## config.mk

```make
export PLATFORM = sky130hd
export DESIGN_NAME = its_ctrl
export DESIGN_NICKNAME = d
export VERILOG_FILES = /design/src/rtl/its_pkg.sv /design/src/rtl/its_ctrl.sv
export SDC_FILE = /design/constraint.sdc
export NUM_CORES = 1
export LEC_CHECK = 0
export ABC_AREA = 1
export BUFFER_PORTS_ARGS = -buffer_cell sky130_fd_sc_hd__buf_4
export CAP_MARGIN = 20
export CORE_AREA = 2 2 39 41
export CTS_BUF_LIST = sky130_fd_sc_hd__clkbuf_2 sky130_fd_sc_hd__clkbuf_4 sky130_fd_sc_hd__clkbuf_8
export CTS_CLUSTER_SIZE = 30
export DETAILED_ROUTE_END_ITERATION = 10
export DIE_AREA = 0 0 41 43
export GPL_TIMING_DRIVEN = 0
export REMOVE_ABC_BUFFERS = 1
export SYNTH_ARGS = -nofsm -noshare
export SYNTH_HDL_FRONTEND = slang
export SYNTH_SLANG_ARGS = --single-unit
export TNS_END_PERCENT = 100
```

## constraint.sdc

```tcl
create_clock -name clock -period 1.8 [get_ports clock]
set_input_delay 0.36 -clock clock [delete_from_list [all_inputs] [get_ports clock]]
set_output_delay 0.36 -clock clock [all_outputs]
set_load 0.1 [all_outputs]
```

## src/rtl/its_pkg.sv

```systemverilog
// Shared types and constants for the interval timing statistics block.
`default_nettype none
package its_pkg;

   localparam int ID_W    = 6;
   localparam int TS_W    = 64;
   localparam int LCNT_W  = 16;
   localparam int TCNT_W  = 32;
   localparam int BATCH_W = 16;

   localparam int NUM_FUNCS_DEF = 64;
   localparam logic [BATCH_W-1:0] BATCH_RESET = 16'd1000;
   localparam logic [LCNT_W-1:0]  LCNT_MAX    = '1;
   localparam logic [TCNT_W-1:0]  TCNT_MAX    = '1;

   // one table entry: interval state, local batch record, global record
   typedef struct packed {
      logic              open;
      logic [TS_W-1:0]   start;
      logic [TS_W-1:0]   lmin;
      logic [TS_W-1:0]   lmax;
      logic [TS_W-1:0]   lsum;
      logic [LCNT_W-1:0] lcnt;
      logic [TS_W-1:0]   tmin;
      logic [TS_W-1:0]   tmax;
      logic [TS_W-1:0]   tsum;
      logic [TCNT_W-1:0] tcnt;
   } rec_type;

   // controller to datapath
   typedef struct packed {
      logic clr;      // write zero entry, step clear pointer
      logic cap;      // latch request
      logic rd;       // table read
      logic elapse;   // register elapsed ticks
      logic lcl;      // register updated local record
      logic mrg;      // register merged global record
      logic wr;       // write entry back, load response
   } cmd_type;

   // datapath to controller
   typedef struct packed {
      logic clr_last;
      logic in_range;
      logic is_open;
      logic wr_stall;
   } sts_type;

endpackage
`default_nettype wire

```

## src/rtl/its_ctrl.sv

```systemverilog
// Sequencing state machine for the interval timing statistics block.
`default_nettype none
module its_ctrl (
   input  wire                   clock,
   input  wire                   reset,
   input  wire                   req_valid,
   output logic                  req_ready,
   input  wire its_pkg::sts_type sts,
   output its_pkg::cmd_type      cmd
);

   localparam logic [2:0] ST_CLEAR  = 3'd0;
   localparam logic [2:0] ST_IDLE   = 3'd1;
   localparam logic [2:0] ST_READ   = 3'd2;
   localparam logic [2:0] ST_ELAPSE = 3'd3;
   localparam logic [2:0] ST_LOCAL  = 3'd4;
   localparam logic [2:0] ST_MERGE  = 3'd5;
   localparam logic [2:0] ST_WRITE  = 3'd6;

   logic [2:0] state_ff, state_in;

   always_comb begin
      state_in  = state_ff;
      cmd       = '0;
      req_ready = 1'b0;
      case (state_ff)
         ST_CLEAR: begin
            cmd.clr = 1'b1;
            if (sts.clr_last) state_in = ST_IDLE;
         end
         ST_IDLE: begin
            req_ready = 1'b1;
            if (req_valid) begin
               cmd.cap  = 1'b1;
               state_in = ST_READ;
            end
         end
         ST_READ: begin
            // out-of-range ids are dropped here
            if (sts.in_range) begin
               cmd.rd   = 1'b1;
               state_in = ST_ELAPSE;
            end else begin
               state_in = ST_IDLE;
            end
         end
         ST_ELAPSE: begin
            cmd.elapse = 1'b1;
            state_in   = sts.is_open ? ST_LOCAL : ST_WRITE;
         end
         ST_LOCAL: begin
            cmd.lcl  = 1'b1;
            state_in = ST_MERGE;
         end
         ST_MERGE: begin
            cmd.mrg  = 1'b1;
            state_in = ST_WRITE;
         end
         ST_WRITE: begin
            if (!sts.wr_stall) begin
               cmd.wr   = 1'b1;
               state_in = ST_IDLE;
            end
         end
         default: state_in = ST_IDLE;
      endcase
   end

   always_ff @(posedge clock) begin
      if (reset) state_ff <= ST_CLEAR;
      else       state_ff <= state_in;
   end

endmodule
`default_nettype wire

```

# Word-level counts from Yosys, hierarchy flattened
# Cells that the tools add are included.
[word_totals]
register_bits = 3
inputBits = 7
output_inout_bits = 8
elab_cells = 29
[classes]
n_eq_ne = 9
mux = 17
n_reduce_logical = 2
[ops]
columns = ["cell", "n"]
rows = [
  ["$pmux W3 S7", 1],
  ["$mux W1", 11],
  ["$eq A3 B3 Y1 const B", 3],
  ["$mux W3", 3],
  ["$eq A3 B2 Y1 const B", 2],
  ["$ne A2 B2 Y1 const B", 3],
  ["$mux W2", 2],
  ["$eq A3 B1 Y1 const B", 1],
  ["$logic_not A3 Y1", 1],
  ["$reduce_and A3 Y1", 1],
]

# Longest topological paths before layout
# Gate-level depths: netlist (run 1).
[depth]
depth_word = 3
mapped_depth = 8
ltp_nobuf = 8

# Worst setup path before layout (run 1)
# Ideal clock, no wire load.
[synth_timing]
path_type = "register -> output"
from = "register state_ff[2]"
to = "output cmd[0] (netlist bit)"
t_arrival_ns = 3.360
t_required_ns = 1.440
setup_slack_ns = -1.920
stages_incl_launch_ff = 3
path_buffers = 0
cell_sequence = "dfxtp_1 inv_2 nor4_1"
[synth_lines]
columns = ["item", "line", "text"]
rows = [
  ["from (decl)", "its_ctrl.sv:20", "logic [2:0] state_ff, state_in;"],
  ["from (signal assigned)", "its_ctrl.sv:71", "else state_ff <= state_in;"],
  ["to (decl)", "its_ctrl.sv:9", "output its_pkg::cmd_type cmd"],
]

==> run metrics, run 1 <==
Synthesis Warnings 0; mux contribution to synthesized area 0; Post-synth EDFFs 0; Layout Utilization 0.3110; Clock Tree Buf Depth 2; total CTS buffers 3; Post-Syn Instances 45; via count 325; antenna viol nets, final 0; largest net degree at the start of global routing 8; Switch Pwr 152.5 µW; sequential area share after synthesis 0.2192; Yosys cell types 17; 1st-pass router iterations 4; DIE WIDTH 41 µm; post-synthesis simple-gate area fraction 0.4977; gpl congestion 0.8335; crit path launch state_ff[1]$_SDFFE_PP0P_; worst setup margin 0.1471 ns; area occupied by multi-input gates around 170 µm²; Die ar. ~1800 µm²; Hold EP state_ff[1]$_SDFFE_PP0P_; Critical Path Sink Type output pin; fin crit share 0.9183; crit path cell chain inv_2, nor4_1, buf_4; Resized cells post-CTS 0; FF+latch area between 60 and 70 µm²; antenna violations before repair 0; Final setup viols 0; Synth Area in Compound Gates 0.08676; Max VDD drop ~0.00034 V; kind of critical path flop to output pin; Least-Margin Pin Slew 0.2795 ns; GRT met3 Usage 0.01571; total gr overflow 0; syn_area_per_cell a little over 6 µm²; depth of the worst register-to-register path 7; Clk pwr share 0.362; top cells by area, synth dfxtp_1 (22%), nand2_1 (12%), nand3_2 (11%), inv_1 (9.6%), nand3_1 (5.5%); worst endpoint required time 1.44 ns; clk slew on worst S/H paths 0.04 ns; Final Total Pwr 361.5 µW; Critical Path Source Type flop; register bit total from synthesis 3; hold_sp reset; Max Cap Viol 0; n_diodes 0; slew margin rel. 0.8152; core area roughly 1400 µm²; Slew Limit Fails 0; row count 14; IO Count 15; leak pwr 0.2453 nW; Clock Sinks 3; XOR/XNOR Fraction of Synth Area 0; FFs w/ async S/R, synth 0; Layout Cells excl Fill 79; largest family of logic cells by synthesized area simple AND/OR/NAND/NOR gates; vias in the first global route roughly 270; CP peak stage delay 0.44 ns; Initial Util 0.1980; most flop-heavy register state_ff; Hold Path Cell Cnt 2; number of flip-flops in the largest register 3; commonest cells in the netlist nand2_1 (9), inv_1 (7), inv_2 (4), nor2_1 (4); DRC 0; PD cells 840.0 nW/µm²; Iter 0 DRT Violations 7; critical-path maximum fanout 7; nets just over 70; Hold Fails Final Rpt 0; RR Startpoint state_ff[1]$_SDFFE_PP0P_; RSZ-0062 raised after global routing false; clock period minus worst slack 1.653 ns; CTS tree done; first-pass GRT wire length 1090 µm; GRT Total Usage 0.09218; drt wl/cell 8.076 µm; # H-tree levels 1; top-count cell post-synth nand2_1; Layout Skew slightly above 0.00006 ns; Chip Height 43 µm; Fillers 156; switch share 0.4217; Combinational Power Share 0.420; outcome complete, no violations; Mapped Area ~270 µm²; Max Fclk 0.6050 GHz; share of layout cells above drive strength 1 0.4762; Int Pwr 209.1 µW; Setup Buffers After CTS 0; sequential power share 0.218; Area Overhead vs Synth 57.08%; Vias/cell 4.114; GRT Max-Usage Layer met2; post-synth top area share 0.2192; latest clock arrival within the worst-skew pair 0.23 ns; GR Util met1 0.1182; Largest regs state_ff (3); DP HPWL between 500 and 600 µm; Worst Hold Class primary input to flop; grt met2 use 0.1250; Synth area leader dfxtp_1; top_reg_cell synth dfxtp_1; FF-to-FF End state_ff[2]$_SDFFE_PP0P_; Synth Area in Adders 0.04566; Reg2Reg Setup Slack 0.48 ns; Crit path arrival time 1.29 ns; Slowest-stage cell, CP dfxtp_1; Port Buf Inserts 14; WL final ~640 µm; CTS Hold Bufs 0; Inst Count DP 75; clock root buffer clkbuf_4; Placement Setup Slack 0.3052 ns
layer usage:
layer | wire length (µm) | vias up
met2 | 286 | 10
met1 | 302 | 138
met3 | 49 | 0
met5 | 0 | -
met4 | 0 | 0
li1 | - | 177
metrics by stage:
step / hold WS [ns] / TNS, ns / cell area [µm²]
floorplan: 0.4224 / -3.687 / 274.0
global placement: 0.5396 / 0 / 399.1
detailed placement: 0.5423 / 0 / 399.1
CTS: 0.3016 / 0 / 429.2
global route: 0.3001 / 0 / 430.4
finish: 0.3056 / 0 / 430.4
cell usage in the layout, fill, tap and decap left out:
master,Yosys,final
nand2_2,1,1
buf_4,0,14
dfxtp_1,3,2
dfxtp_2,0,1
inv_2,4,4
nor2_1,4,4
o21ai_0,1,1
inv_1,7,7
clkbuf_4,0,4
a21oi_2,1,1
nor4_1,1,1
nor3_1,1,1
nand4_1,2,2
nand2_1,9,9
nor2_2,2,2
nand3_2,3,3
ha_1,1,1
nand3_1,3,3
a21oi_1,1,1
o21ai_1,1,1
power groups by stage:
stage,Sequential (mW),Combinational [mW],Clock [mW]
finish,0.0790,0.152,0.131
detailed placement,0.0800,0.152,0
global route,0.0797,0.162,0.140
CTS,0.0790,0.153,0.135
floorplan,0.0786,0.119,0
global placement,0.0802,0.152,0
how the worst max path moves through the flow:
stage / to / slack [ns]
floorplan: cmd[0] / -1.92
global placement: cmd[0] / 0.30
detailed placement: cmd[0] / 0.31
CTS: cmd[0] / 0.06
global route: cmd[0] / 0.02
finish: cmd[0] / 0.15
worst max-delay path, delay by kind of cell, from the launching register on:
kind / cells / cell delay, ns
DFF: 1 / 0.44
buffers and inverters: 2 / 0.43
and+or+nand+nor: 1 / 0.19
kinds of logic after synthesis:
| logic type | Yosys count |
|---|---|
| AND/OR/NAND/NOR | 26 |
| buffers and inverters | 11 |
| adder cells (fa/ha/maj) | 1 |
| AO/OA/AOI/OAI | 4 |
| flip-flops | 3 |
area by class of cell:
cell class / instances / area share
repair buffers: 14 / 0.2442
clock buffers: 4 / 0.06977
well taps: 16 / 0.04651
flip-flops and latches: 3 / 0.1424
multi-input cells: 31 / 0.4012
inverters: 11 / 0.09593
(Power assumes the default switching activity.)
==> run 2: changes to the inputs <==
- BUFFER_PORTS_ARGS: -buffer_cell sky130_fd_sc_hd__buf_4 -> -buffer_cell sky130_fd_sc_hd__buf_2
==> run 2 against run 1 <==
Effect of this change:
- non-clock buffer count is the same
- power is 1.4% lower
- register-to-register slack about the same
==> run metrics, run 2 (same netlist as run 1, synthesis figures left out) <==
Max Fclk 0.5703 GHz; Clock Sinks 3; RSZ-0062 raised after global routing false; Clock Tree Buf Depth 2; FF+latch area 61.31 µm²; n_diodes 0; Largest regs state_ff (3); outcome complete, no violations; DP HPWL 520.4 µm; clk slew on worst S/H paths 0.04 ns; critical-path maximum fanout 7; share of layout cells above drive strength 1 0.4762; clock period minus worst slack between 1.5 and 2 ns; Chip Height 43 µm; area occupied by multi-input gates between 150 and 200 µm²; Slew Limit Fails 0; number of flip-flops in the largest register 3; Least-Margin Pin Slew 0.4851 ns; IO Count 15; Fillers 167; CP peak stage delay 0.46 ns; largest net degree at the start of global routing 8; via count approximately 340; clock root buffer clkbuf_4; PD cells 896.1 nW/µm²; worst endpoint required time 1.44 ns; Vias/cell about 4.3; switch share 0.4391; 1st-pass router iterations 4; total gr overflow 0; fin crit share 0.9742; Crit path arrival time 1.39 ns; Max Cap Viol 0; setup TNS 0 ns; slew margin rel. 0.6788; Setup Buffers After CTS 0; GRT Total Usage 0.08818; Die ar. 1763 µm²; Placed Area 364.1 µm²; Max VDD drop ~0.00031 V; Critical Path Source Type flop; first-pass GRT wire length 1028 µm; Inst Count DP 75; Iter 0 DRT Violations 17; Final setup viols 0; Layout Cells excl Fill 79; most frequent cells in the layout buf_2 (13), nand2_1 (9), inv_1 (7); antenna violations before repair 0; vias in the first global route 277; antenna viol nets, final 0; drt wl/cell 8.342 µm; most flop-heavy register state_ff; DIE WIDTH 41 µm; Switch Pwr 156.5 µW; Combinational Power Share 0.398; total CTS buffers 3; Critical Path Sink Type output pin; sequential power share 0.222; Int Pwr approximately 200 µW; Hold Fails Final Rpt 0; latest clock arrival within the worst-skew pair around 0.23 ns; gpl congestion 0.8494; CTS tree done; Area Overhead vs Synth 45.21%; kind of critical path flop to output pin; worst setup margin roughly 0.046 ns; most common cell after layout, fill and taps aside buf_2; Slowest-stage cell, CP dfxtp_1; final hold slack ~0.32 ns; fin area around 400 µm²; crit path cell chain nand3_2, nor2_1, buf_2; Port Buf Inserts 14; core area 1384 µm²; # H-tree levels 1; Placement Setup Slack 0.1864 ns; Layout Skew 0.001337 ns; Worst Hold Class primary input to flop; family with the most delay on the worst path flip-flops; CP Buf/Inv Count 1; row count 14; DRC 0; leak pwr 0.2389 nW; Initial Util 0.1980; nets 72; WL final 659 µm; Clk pwr share 0.380
## run 2: cell counts in the layout (fill, tap and decap cells not counted)
No cell type changed its count.
## run 2: final timing paths
| check | from | endpoint | slack [ns] | cells after the start |
|---|---|---|---|---|
| min reg2reg | state_ff[2]$_SDFFE_PP0P_ | state_ff[1]$_SDFFE_PP0P_ | 0.63 | 2 |
| min | reset | state_ff[1]$_SDFFE_PP0P_ | 0.32 | 2 |
| max reg2reg | state_ff[1]$_SDFFE_PP0P_ | state_ff[2]$_SDFFE_PP0P_ | 0.49 | 7 |
| max | state_ff[0]$_SDFFE_PP0P_ | cmd[5] | 0.05 | 3 |
## run 2: through the flow
stage / util / power, mW
floorplan: - / 0.1981
global placement: 0.2631 / 0.2221
detailed placement: 0.2631 / 0.2217
CTS: 0.2866 / 0.3615
global route: 0.2875 / 0.3755
finish: 0.2875 / 0.3565
## run 2: layout make-up
| type | instances | area share |
|---|---|---|
| Clock buffer | 4 | 0.07547 |
| Inverter | 11 | 0.1038 |
| Multi-Input combinational cell | 31 | 0.4340 |
| Sequential cell | 3 | 0.1541 |
| Tap cell | 16 | 0.05031 |
| Timing Repair Buffer | 14 | 0.1824 |
## run 2: power groups by stage
stage,combinational [mW],clock [mW],sequential (mW)
finish,0.142,0.135,0.0792
global route,0.150,0.146,0.0795
CTS,0.142,0.141,0.0790
detailed placement,0.142,0,0.0801
global placement,0.142,0,0.0802
floorplan,0.119,0,0.0786
## run 2: what timing repair did
action	4_1_cts	5_1_grt
gates resized for setup	1	1
endpoints found under the setup margin	1	2
hold buffers	0	0
## run 2: routing by layer
layer | vias up | track usage | part of all wire
met5 | - | 0 | 0
met4 | 0 | 0.08000 | 0
met3 | 0 | 0.01571 | 0.086
met2 | 16 | 0.1250 | 0.43
met1 | 147 | 0.1054 | 0.48
li1 | 180 | - | -
## run 2: worst register-to-register path: cells and delay by family (launching register included)
family          cells  cell delay (ns)
fa+ha+maj           1             0.31
compound gates      2             0.24
buf+inv             2             0.14
flops               1             0.43
simple gates        2             0.15
